### config.mk
export PLATFORM = sky130hd
export DESIGN_NAME = nearest_frame_timestamp_sampler
export DESIGN_NICKNAME = d
export VERILOG_FILES = /design/src/hw/rtl/nfts_pkg.sv /design/src/hw/rtl/nfts_front.sv /design/src/hw/rtl/nfts_back.sv /design/src/hw/rtl/nearest_frame_timestamp_sampler.sv
export VERILOG_INCLUDE_DIRS = /design/src /design/src/hw/rtl
export SDC_FILE = /design/constraint.sdc
export NUM_CORES = 1
export LEC_CHECK = 0
export ABC_AREA = 1
export BUFFER_PORTS_ARGS = -buffer_cell sky130_fd_sc_hd__buf_2
export CAP_MARGIN = 20
export CORE_MARGIN = 2
export CORE_UTILIZATION = 35
export DETAILED_ROUTE_END_ITERATION = 8
export GPL_ROUTABILITY_DRIVEN = 1
export GPL_TIMING_DRIVEN = 0
export PLACE_DENSITY_LB_ADDON = 0.25
export SLEW_MARGIN = 20
export SYNTH_ARGS = -nofsm -noshare
export SYNTH_HDL_FRONTEND = slang
export SYNTH_SLANG_ARGS = --single-unit
### constraint.sdc
create_clock -name clk -period 10.46 [get_ports clk]
set_input_delay 1.569 -clock clk [delete_from_list [all_inputs] [get_ports clk]]
set_output_delay 1.569 -clock clk [all_outputs]
set_load 0.02 [all_outputs]
### src/hw/rtl/nearest_frame_timestamp_sampler_assert.svh
// ----------------------------------------------------------------------------
// Assertion macros for the nearest-frame timestamp sampler
// Concurrent checks clocked on clk and disabled while rst_n is low.
// ----------------------------------------------------------------------------
`ifndef NEAREST_FRAME_TIMESTAMP_SAMPLER_ASSERT_SVH
`define NEAREST_FRAME_TIMESTAMP_SAMPLER_ASSERT_SVH

`ifndef NO_ASSERTIONS

// Same-cycle implication.
`define NFTS_ASSERT_IMPL(label, ante, cons) \
    label: assert property (@(posedge clk) disable iff (!rst_n) (ante) |-> (cons)) \
        else $error("nfts assertion failed");

// Next-cycle implication.
`define NFTS_ASSERT_NEXT(label, ante, cons) \
    label: assert property (@(posedge clk) disable iff (!rst_n) (ante) |=> (cons)) \
        else $error("nfts assertion failed");

`else

`define NFTS_ASSERT_IMPL(label, ante, cons)
`define NFTS_ASSERT_NEXT(label, ante, cons)

`endif

`endif

### src/hw/rtl/nfts_pkg.sv
// ----------------------------------------------------------------------------
// Nearest-frame timestamp sampler package
// Widths, payload types and result status codes shared by all modules.
// ----------------------------------------------------------------------------
package nfts_pkg;

    localparam int TIME_BITS    = 48;
    localparam int ORDINAL_BITS = 32;
    localparam int MAX_RUN      = 64;
    localparam int PERIOD_BITS  = 27;

    localparam int TPOS_BITS    = TIME_BITS - 1;
    localparam int RUN_BITS     = (MAX_RUN > 1) ? $clog2(MAX_RUN) : 1;
    localparam int QUEUE_DEPTH  = 2;
    localparam int QPTR_BITS    = (QUEUE_DEPTH > 1) ? $clog2(QUEUE_DEPTH) : 1;
    localparam int QCNT_BITS    = $clog2(QUEUE_DEPTH + 1);

    localparam logic [PERIOD_BITS-1:0] PERIOD_RESET = PERIOD_BITS'(1000);

    typedef enum logic [2:0] {
        STATUS_SELECT    = 3'd0,
        STATUS_NEGATIVE  = 3'd1,
        STATUS_DECREASED = 3'd2,
        STATUS_OVERFLOW  = 3'd3,
        STATUS_TRUNCATED = 3'd4
    } status_t;

    typedef struct packed {
        logic signed [TIME_BITS-1:0] frame_time;
        logic [ORDINAL_BITS-1:0]     frame_number;
    } frame_t;

    typedef struct packed {
        logic [TPOS_BITS-1:0]    target_index;
        logic [TPOS_BITS-1:0]    target_time;
        logic [ORDINAL_BITS-1:0] chosen_number;
        logic [TPOS_BITS-1:0]    chosen_time;
        status_t                 status;
        logic                    last;
    } result_t;

    // One classified frame waiting in the queue between front and back.
    typedef struct packed {
        logic                    negative;
        logic [TPOS_BITS-1:0]    time_val;
        logic [ORDINAL_BITS-1:0] number;
    } qitem_t;

endpackage

### src/hw/rtl/nfts_front.sv
// ----------------------------------------------------------------------------
// Nearest-frame timestamp sampler front end
// Accepts frames, classifies the sign of the timestamp and queues them.
// ----------------------------------------------------------------------------
module nfts_front (
    input  logic            clk,
    input  logic            rst_n,
    input  logic            in_valid,
    output logic            in_stall,
    input  nfts_pkg::frame_t in_data,
    output logic            q_valid,
    output nfts_pkg::qitem_t q_item,
    input  logic            q_pop
);

    nfts_pkg::qitem_t                  entry_reg [nfts_pkg::QUEUE_DEPTH];
    logic [nfts_pkg::QPTR_BITS-1:0]    wr_ptr_reg;
    logic [nfts_pkg::QPTR_BITS-1:0]    wr_ptr_next;
    logic [nfts_pkg::QPTR_BITS-1:0]    rd_ptr_reg;
    logic [nfts_pkg::QPTR_BITS-1:0]    rd_ptr_next;
    logic [nfts_pkg::QCNT_BITS-1:0]    count_reg;
    logic [nfts_pkg::QCNT_BITS-1:0]    count_next;
    logic                              push;
    nfts_pkg::qitem_t                  new_item;

    assign in_stall = (count_reg == nfts_pkg::QCNT_BITS'(nfts_pkg::QUEUE_DEPTH));
    assign push     = in_valid && !in_stall;
    assign q_valid  = (count_reg != '0);
    assign q_item   = entry_reg[rd_ptr_reg];

    always_comb
    begin
        new_item.negative = in_data.frame_time[nfts_pkg::TIME_BITS-1];
        new_item.time_val = in_data.frame_time[nfts_pkg::TPOS_BITS-1:0];
        new_item.number   = in_data.frame_number;
    end

    always_comb
    begin
        wr_ptr_next = wr_ptr_reg;
        rd_ptr_next = rd_ptr_reg;
        count_next  = count_reg;
        if (push)
        begin
            wr_ptr_next = (wr_ptr_reg == nfts_pkg::QPTR_BITS'(nfts_pkg::QUEUE_DEPTH - 1))
                        ? '0 : wr_ptr_reg + nfts_pkg::QPTR_BITS'(1);
        end
        if (q_pop)
        begin
            rd_ptr_next = (rd_ptr_reg == nfts_pkg::QPTR_BITS'(nfts_pkg::QUEUE_DEPTH - 1))
                        ? '0 : rd_ptr_reg + nfts_pkg::QPTR_BITS'(1);
        end
        if (push && !q_pop)
        begin
            count_next = count_reg + nfts_pkg::QCNT_BITS'(1);
        end
        else if (!push && q_pop)
        begin
            count_next = count_reg - nfts_pkg::QCNT_BITS'(1);
        end
    end

    always_ff @(posedge clk or negedge rst_n)
    begin
        if (!rst_n)
        begin
            wr_ptr_reg <= '0;
            rd_ptr_reg <= '0;
            count_reg  <= '0;
        end
        else
        begin
            wr_ptr_reg <= wr_ptr_next;
            rd_ptr_reg <= rd_ptr_next;
            count_reg  <= count_next;
        end
    end

    always_ff @(posedge clk)
    begin
        if (push)
        begin
            entry_reg[wr_ptr_reg] <= new_item;
        end
    end

endmodule

### src/hw/rtl/nfts_back.sv
// ----------------------------------------------------------------------------
// Nearest-frame timestamp sampler back end
// Walks the crossed targets of one frame, one result per cycle while the output is not stalled.
// ----------------------------------------------------------------------------
module nfts_back (
    input  logic                                clk,
    input  logic                                rst_n,
    input  logic [nfts_pkg::PERIOD_BITS-1:0]    sample_period,
    input  logic                                q_valid,
    input  nfts_pkg::qitem_t                    q_item,
    output logic                                q_pop,
    output logic                                out_valid,
    input  logic                                out_stall,
    output nfts_pkg::result_t                   out_data
);

    typedef enum logic [1:0] {
        ST_IDLE = 2'b01,
        ST_RUN  = 2'b10
    } state_t;

    state_t                                state_reg;
    state_t                                state_next;

    logic                                  have_prev_reg;
    logic                                  have_prev_next;
    logic [nfts_pkg::TPOS_BITS-1:0]        prev_time_reg;
    logic [nfts_pkg::TPOS_BITS-1:0]        prev_time_next;
    logic [nfts_pkg::ORDINAL_BITS-1:0]     prev_num_reg;
    logic [nfts_pkg::ORDINAL_BITS-1:0]     prev_num_next;
    logic [nfts_pkg::TPOS_BITS-1:0]        next_target_reg;
    logic [nfts_pkg::TPOS_BITS-1:0]        next_target_next;
    logic [nfts_pkg::TPOS_BITS-1:0]        counter_reg;
    logic [nfts_pkg::TPOS_BITS-1:0]        counter_next;
    logic [nfts_pkg::RUN_BITS-1:0]         run_reg;
    logic [nfts_pkg::RUN_BITS-1:0]         run_next;

    // Current frame, loaded when it leaves the queue.
    nfts_pkg::qitem_t                      item_reg;
    nfts_pkg::qitem_t                      item_next;
    logic [nfts_pkg::TIME_BITS-1:0]        tp_sum_reg;
    logic [nfts_pkg::TIME_BITS-1:0]        tp_sum_next;

    logic                                  out_valid_reg;
    logic                                  out_valid_next;
    nfts_pkg::result_t                     out_data_reg;
    nfts_pkg::result_t                     out_data_next;

    logic [nfts_pkg::PERIOD_BITS-1:0]      period_eff;
    logic [nfts_pkg::TIME_BITS-1:0]        step_sum;
    logic                                  can_emit;
    logic                                  emit;
    nfts_pkg::result_t                     result;
    logic                                  t_lt_next;
    logic                                  t_lt_sum;
    logic                                  decreased;
    logic                                  pick_prev;
    logic                                  at_end;
    logic                                  store_frame;

    assign out_valid = out_valid_reg;
    assign out_data  = out_data_reg;

    always_comb
    begin
        period_eff = (sample_period == '0) ? nfts_pkg::PERIOD_BITS'(1) : sample_period;
        step_sum   = {1'b0, next_target_reg} + nfts_pkg::TIME_BITS'(period_eff);
        can_emit   = !out_valid_reg || !out_stall;
        t_lt_next  = item_reg.time_val < next_target_reg;
        t_lt_sum   = {1'b0, item_reg.time_val} < step_sum;
        decreased  = have_prev_reg && (item_reg.time_val < prev_time_reg);
        at_end     = (run_reg == nfts_pkg::RUN_BITS'(nfts_pkg::MAX_RUN - 1));
        // The previous frame is never later than the current one, so it wins
        // when it sits at or past the target, or when the target lies at or
        // before the midpoint of the two frames.
        pick_prev  = have_prev_reg &&
                     ((prev_time_reg >= next_target_reg) ||
                      ({next_target_reg, 1'b0} <= tp_sum_reg));
    end

    always_comb
    begin
        state_next       = state_reg;
        have_prev_next   = have_prev_reg;
        prev_time_next   = prev_time_reg;
        prev_num_next    = prev_num_reg;
        next_target_next = next_target_reg;
        counter_next     = counter_reg;
        run_next         = run_reg;
        item_next        = item_reg;
        tp_sum_next      = tp_sum_reg;
        q_pop            = 1'b0;
        emit             = 1'b0;
        store_frame      = 1'b0;
        result           = '0;
        result.status    = nfts_pkg::STATUS_SELECT;

        unique case (state_reg)
            ST_IDLE:
            begin
                if (q_valid)
                begin
                    q_pop       = 1'b1;
                    item_next   = q_item;
                    tp_sum_next = {1'b0, q_item.time_val} + {1'b0, prev_time_reg};
                    run_next    = '0;
                    state_next  = ST_RUN;
                end
            end
            ST_RUN:
            begin
                if (can_emit)
                begin
                    priority if (item_reg.negative)
                    begin
                        emit          = 1'b1;
                        result.status = nfts_pkg::STATUS_NEGATIVE;
                        result.last   = 1'b1;
                        state_next    = ST_IDLE;
                    end
                    else if (decreased)
                    begin
                        emit          = 1'b1;
                        result.status = nfts_pkg::STATUS_DECREASED;
                        result.last   = 1'b1;
                        state_next    = ST_IDLE;
                    end
                    else if (t_lt_next)
                    begin
                        // No target reached by this frame: nothing to send.
                        store_frame = 1'b1;
                        state_next  = ST_IDLE;
                    end
                    else if (step_sum[nfts_pkg::TPOS_BITS])
                    begin
                        emit          = 1'b1;
                        result.status = nfts_pkg::STATUS_OVERFLOW;
                        result.last   = 1'b1;
                        state_next    = ST_IDLE;
                    end
                    else
                    begin
                        emit                 = 1'b1;
                        result.target_index  = counter_reg;
                        result.target_time   = next_target_reg;
                        result.chosen_number = pick_prev ? prev_num_reg : item_reg.number;
                        result.chosen_time   = pick_prev ? prev_time_reg : item_reg.time_val;
                        result.status        = (at_end && !t_lt_sum)
                                             ? nfts_pkg::STATUS_TRUNCATED
                                             : nfts_pkg::STATUS_SELECT;
                        result.last          = at_end || t_lt_sum;
                        next_target_next     = step_sum[nfts_pkg::TPOS_BITS-1:0];
                        counter_next         = counter_reg + nfts_pkg::TPOS_BITS'(1);
                        run_next             = run_reg + nfts_pkg::RUN_BITS'(1);
                        if (at_end || t_lt_sum)
                        begin
                            store_frame = 1'b1;
                            state_next  = ST_IDLE;
                        end
                    end
                end
            end
            default:
            begin
                state_next = ST_IDLE;
            end
        endcase

        if (store_frame)
        begin
            have_prev_next = 1'b1;
            prev_time_next = item_reg.time_val;
            prev_num_next  = item_reg.number;
        end

        out_valid_next = can_emit ? emit : out_valid_reg;
        out_data_next  = (can_emit && emit) ? result : out_data_reg;
    end

    always_ff @(posedge clk or negedge rst_n)
    begin
        if (!rst_n)
        begin
            state_reg       <= ST_IDLE;
            have_prev_reg   <= 1'b0;
            prev_time_reg   <= '0;
            prev_num_reg    <= '0;
            next_target_reg <= '0;
            counter_reg     <= '0;
            run_reg         <= '0;
            out_valid_reg   <= 1'b0;
        end
        else
        begin
            state_reg       <= state_next;
            have_prev_reg   <= have_prev_next;
            prev_time_reg   <= prev_time_next;
            prev_num_reg    <= prev_num_next;
            next_target_reg <= next_target_next;
            counter_reg     <= counter_next;
            run_reg         <= run_next;
            out_valid_reg   <= out_valid_next;
        end
    end

    always_ff @(posedge clk)
    begin
        item_reg     <= item_next;
        tp_sum_reg   <= tp_sum_next;
        out_data_reg <= out_data_next;
    end

endmodule

### src/hw/rtl/nearest_frame_timestamp_sampler.sv
// ----------------------------------------------------------------------------
// Nearest-frame timestamp sampler
// Resamples a stream of decoded frames onto a regular grid of target times.
// ----------------------------------------------------------------------------
// Usage:
// Frames enter on in_valid/in_stall/in_data; results leave on
// out_valid/out_stall/out_data. A transaction completes when valid is high
// and stall is low. Each frame yields zero or more results, the final one
// marked by last. A negative or decreasing time gives one error result, and
// a target overflow ends the frame's results with one error result.
// A frame waits in a two-entry queue, is loaded by the back end from its idle
// state and then produces one result per cycle while the output is not stalled.
// The back end's target loop, one target per cycle, sets this rate.
// On an idle block out_valid rises after the frame has passed the queue, the
// back end's load from idle and its output register.
// sample_period is written through cfg_wr_en/cfg_wr_data; the user must write it only while no
// frame is in flight, and the block itself does not enforce this. It resets to 1000; zero acts as one.
// Reset clears the queue, the stored frame and the target counter.
// A stalled result holds in the output register; the queue keeps taking
// frames until it is full, then in_stall rises.
// ----------------------------------------------------------------------------
`include "nearest_frame_timestamp_sampler_assert.svh"

module nearest_frame_timestamp_sampler (
    input  logic                              clk,
    input  logic                              rst_n,
    input  logic                              in_valid,
    output logic                              in_stall,
    input  nfts_pkg::frame_t                  in_data,
    output logic                              out_valid,
    input  logic                              out_stall,
    output nfts_pkg::result_t                 out_data,
    input  logic                              cfg_wr_en,
    input  logic [nfts_pkg::PERIOD_BITS-1:0]  cfg_wr_data
);

    logic [nfts_pkg::PERIOD_BITS-1:0] period_reg;
    logic                             q_valid;
    logic                             q_pop;
    nfts_pkg::qitem_t                 q_item;

    always_ff @(posedge clk or negedge rst_n)
    begin
        if (!rst_n)
        begin
            period_reg <= nfts_pkg::PERIOD_RESET;
        end
        else if (cfg_wr_en)
        begin
            period_reg <= cfg_wr_data;
        end
    end

    nfts_front u_front (
        .clk      (clk),
        .rst_n    (rst_n),
        .in_valid (in_valid),
        .in_stall (in_stall),
        .in_data  (in_data),
        .q_valid  (q_valid),
        .q_item   (q_item),
        .q_pop    (q_pop)
    );

    nfts_back u_back (
        .clk           (clk),
        .rst_n         (rst_n),
        .sample_period (period_reg),
        .q_valid       (q_valid),
        .q_item        (q_item),
        .q_pop         (q_pop),
        .out_valid     (out_valid),
        .out_stall     (out_stall),
        .out_data      (out_data)
    );

    // The back end only takes a frame that is there, and never twice in a row.
    `NFTS_ASSERT_IMPL(a_pop_needs_item, q_pop, q_valid)
    `NFTS_ASSERT_NEXT(a_pop_spaced, q_pop, !q_pop)
    // A full queue always has a frame to hand over.
    `NFTS_ASSERT_IMPL(a_full_not_empty, in_stall, q_valid)
    // Any result other than a plain selection ends the frame's run.
    `NFTS_ASSERT_IMPL(a_error_is_last, out_valid && (out_data.status != nfts_pkg::STATUS_SELECT), out_data.last)

endmodule

==> results.md <==
* Status: complete, no violations
* CP Launch Type: flip-flop
* CP arrival at 7.27 ns
* Antenna violations before repair at 17
* Worst Hold End: u_back.prev_num_reg[21]
* Reg2reg start: period_reg[14]
* Post-Syn Area per Cell at a little over 9 um2
* H-tree lvl count at 3
* Fin util at 0.412
* Largest family of logic cells by synthesized area: simple AND/OR/NAND/NOR gates
* Largest net degree at the start of global routing at roughly 100
* Slew margin rel. at 0.308
* Layout cells sized above 1 at 0.124
* Vias/cell at 4.93
* PwrDens at around 320 mW/mm2
* Clock power share at 0.196
* Required @ worst endpoint at between 10 and 15 ns
* Synthesized Nets at between 4000 and 5000
* Post-Layout Cell Count at between 6000 and 7000
* Min-delay worst type: flip-flop to flip-flop
* P&R area growth vs syn at 16.5%
* CTS Root Cell: clkbuf_16
* Fin. Hold Viols at 0
* Clk Latency, worst-skew pair at roughly 0.66 ns
* Crit path max-delay family: simple AND/OR/NAND/NOR gates
* Clk_skew at 0.0410 ns
* All-Layer GR Usage at 0.213
* Worst setup EP type: flip-flop
* Sw frac at 0.442
* PostCTS Resize Cnt at 0
* Final setup vio count at 0
* Starting Density at 0.353
* Worst hold slack at around 0.47 ns
* Die Area at 0.111 mm2
* Worst-path fanout max at 10
* Ranking of synthesized cells by area: edfxtp_1 (37%), dfrtp_1 (14%), nand2_1 (11%)
* Clock slew at reported path FFs at about 0.06 ns
* Die Ht at around 330 um
* P_int at 7.93 mW
* Power share of the sequential group at 0.337
* CTS tree: yes
* Comb pwr share at 0.467
* Routability cong. at roughly 0.93
* Max reg flops at between 150 and 200
* Drt total wl at about 120000 um
* Area post-placement at ~0.042 mm2
* Std cell rows at 120
* Post-DRT Antenna Nets at 0
* DRC at 0
* Least-Margin Pin Slew at between 1 and 1.5 ns
* Num CTS Buffers at ~80
* DR iter-0 viols at roughly 1900
* Post-synth top area share at 0.368
* Ys async rst share at 0.315
* Mux cell area share after synthesis at 0.00475
* Routed len/inst at between 15 and 20 um
* Adder-cell share of the synthesized area at 0.104
* Yosys warnings at 0
* Post-Synth XOR/XNOR Area at 0.0298
* DRT Pass-1 Iters at 7
* Tmin final at 6.70 ns
* Post-layout instance area at about 0.044 mm2
* Vias in the first global route at between 20000 and 30000
* Largest area contributor in the netlist: edfxtp_1
* Die Wd at between 300 and 400 um
* Switching Power at approximately 6.3 mW
* Clock Path Buffers at 3
* I/O Buffers at just under 300
* Simple-Gate Fraction of Synth Area at 0.210
* Gr ovfl total at 0
* Final worst-path cycle share at 0.641
* R2r endpoint: u_back.prev_time_reg[39]
* Mapped cell area at approximately 0.038 mm2
* Dpl cells at 5898
* Critical-path top delay cell: o21ai_0
* Crit Path Class: flip-flop to flip-flop
* Max_cap viols at 0
* Worst reg-to-reg setup slack at ~3.8 ns
* Slowest stage delay, CP at about 0.53 ns
* Post-Syn Instances at about 4200
* RSZ-0062 raised after global routing: no
* WP buf/inv at 3
* First-pass GRT wire length at approximately 180000 um
* Core area at approximately 0.11 mm2
* Post-synthesis compound-gate area fraction at 0.0799
* Count of cell types in the netlist at approximately 60
* Pleak at ~20 nW
* Total setup buffers inserted after CTS at 0
* Sequential-to-total area share from yosys stat at 0.509
* Via count at between 20000 and 30000
* Cell repeated most along the worst path: nand2_1
* Ys flop type: edfxtp_1
* Synth Register Bits at 679
* Clock sink total at between 600 and 700
* HPWL after DPL at about 95000 um
* Min-Delay Path Depth at 2
* F_max at ~0.15 GHz
* Final nets at 5000
* Worst Hold Launch: u_back.prev_num_reg[21]
* Final max-slew violation count at 0
* Number of enable flip-flop cells after synthesis at 465
* R2R cell count at 30
* Cts hold-fix bufs at 0
* VDD IR max at 0.122 mV
* # IOs at roughly 290
## per-layer routing
| metal | GRT usage | part of all wire | vias to the layer above |
|---|---|---|---|
| li1 | - | - | 14802 |
| met3 | 0.0366 | 0.058 | 159 |
| met1 | 0.286 | 0.45 | 14030 |
| met4 | 0.0717 | 0.030 | 30 |
| met2 | 0.349 | 0.46 | 789 |
| met5 | 0 | 0.0017 | - |
## metrics by stage
| stage | TNS [ns] | setup WS [ns] | total power [mW] |
|---|---|---|---|
| 3_3_place_gp | -78.41 | -1.25 | 11.4 |
| 5_1_grt | 0 | 2.91 | 15.4 |
| 2_1_floorplan | 0 | 2.19 | 9.22 |
| 4_1_cts | 0 | 3.49 | 14.3 |
| 3_5_place_dp | 0 | 3.55 | 11.5 |
| 6_report | 0 | 3.76 | 14.2 |
## cells in the mapped netlist, types with 2 or more instances
master	n
a21oi_2	4
inv_1	414
or2_2	3
buf_6	19
a21boi_0	6
dfstp_2	7
nand3_2	2
nor3_1	57
nand2_4	7
xnor2_1	25
xor2_1	104
nand4_1	29
a31oi_1	16
edfxtp_1	465
and2_1	2
o21ai_1	39
a21o_1	17
nand2_1	1116
nor3_2	2
inv_2	9
o21ai_0	135
buf_1	8
a21oi_1	279
o21bai_1	7
nand2_2	4
a211oi_1	2
nand3_1	251
mux2_2	16
dfrtp_1	207
o21a_1	10
ha_1	311
fa_1	2
nor2_1	423
and3_1	5
nor2_2	3
nor4_1	22
o211ai_1	7
o21ai_2	24
buf_2	25
buf_4	9
clkbuf_1	80
## logic make-up after synthesis
kind of cell	Yosys count
and+or+nand+nor	1934
DFF	679
buffers and inverters	568
AOI/OAI and AO/OA	552
adders and majority gates	313
xor gates and xnor gates	129
muxes	16
## layout by cell type, fill, tap and decap left out, types with 39 or more instances in the layout
| cell | Yosys | final |
|---|---|---|
| clkbuf_16 | 0 | 81 |
| nor2_1 | 423 | 421 |
| nand3_1 | 251 | 251 |
| xor2_1 | 104 | 104 |
| o21ai_1 | 39 | 39 |
| edfxtp_1 | 465 | 465 |
| ha_1 | 311 | 311 |
| dfrtp_1 | 207 | 207 |
| nand2_1 | 1116 | 1116 |
| o21ai_0 | 135 | 135 |
| buf_2 | 25 | 313 |
| nor3_1 | 57 | 57 |
| a21oi_1 | 279 | 278 |
| clkbuf_1 | 80 | 93 |
| inv_1 | 414 | 413 |
## how the worst max path moves through the flow
stage                                          end                start  slack, ns  cells past startpoint
after global routing      u_back.prev_time_reg[45]       period_reg[14]       2.91                     30
after floorplan               u_front.count_reg[1]  u_back.state_reg[0]       2.19                      8
after CTS                 u_back.prev_time_reg[39]       period_reg[14]       3.49                     30
after global placement        u_front.count_reg[1]  u_back.state_reg[0]      -1.25                      8
after detailed placement  u_back.prev_time_reg[39]       period_reg[14]       3.55                     30
final                     u_back.prev_time_reg[39]       period_reg[14]       3.76                     30
## power groups by stage
stage          Clock (mW)  Combinational (mW)  Sequential (mW)
2_1_floorplan           0                4.40             4.81
3_3_place_gp            0                6.40             5.01
3_5_place_dp            0                6.64             4.82
4_1_cts              2.87                6.67             4.77
5_1_grt              2.97                7.56             4.88
6_report             2.79                6.64             4.79
## worst reg2reg max path: cells and delay by family, from the launching register on
family,cells,cell delay [ns]
compound gates,3,1.01
flops,1,0.38
buf+inv,3,0.46
simple gates,21,3.99
fa+ha+maj,3,0.76
## cell type report
cell class,instances,area (um2)
clock buffer,101,2160
timing repair buffer,304,1840
inverter,424,1600
multi-input combinational,2944,16300
fill,10677,63200
sequential,679,19300
clock inverter,44,450
tap,1403,1760
antenna,2,5.00
buffer,144,778
(Power assumes the default switching activity.)
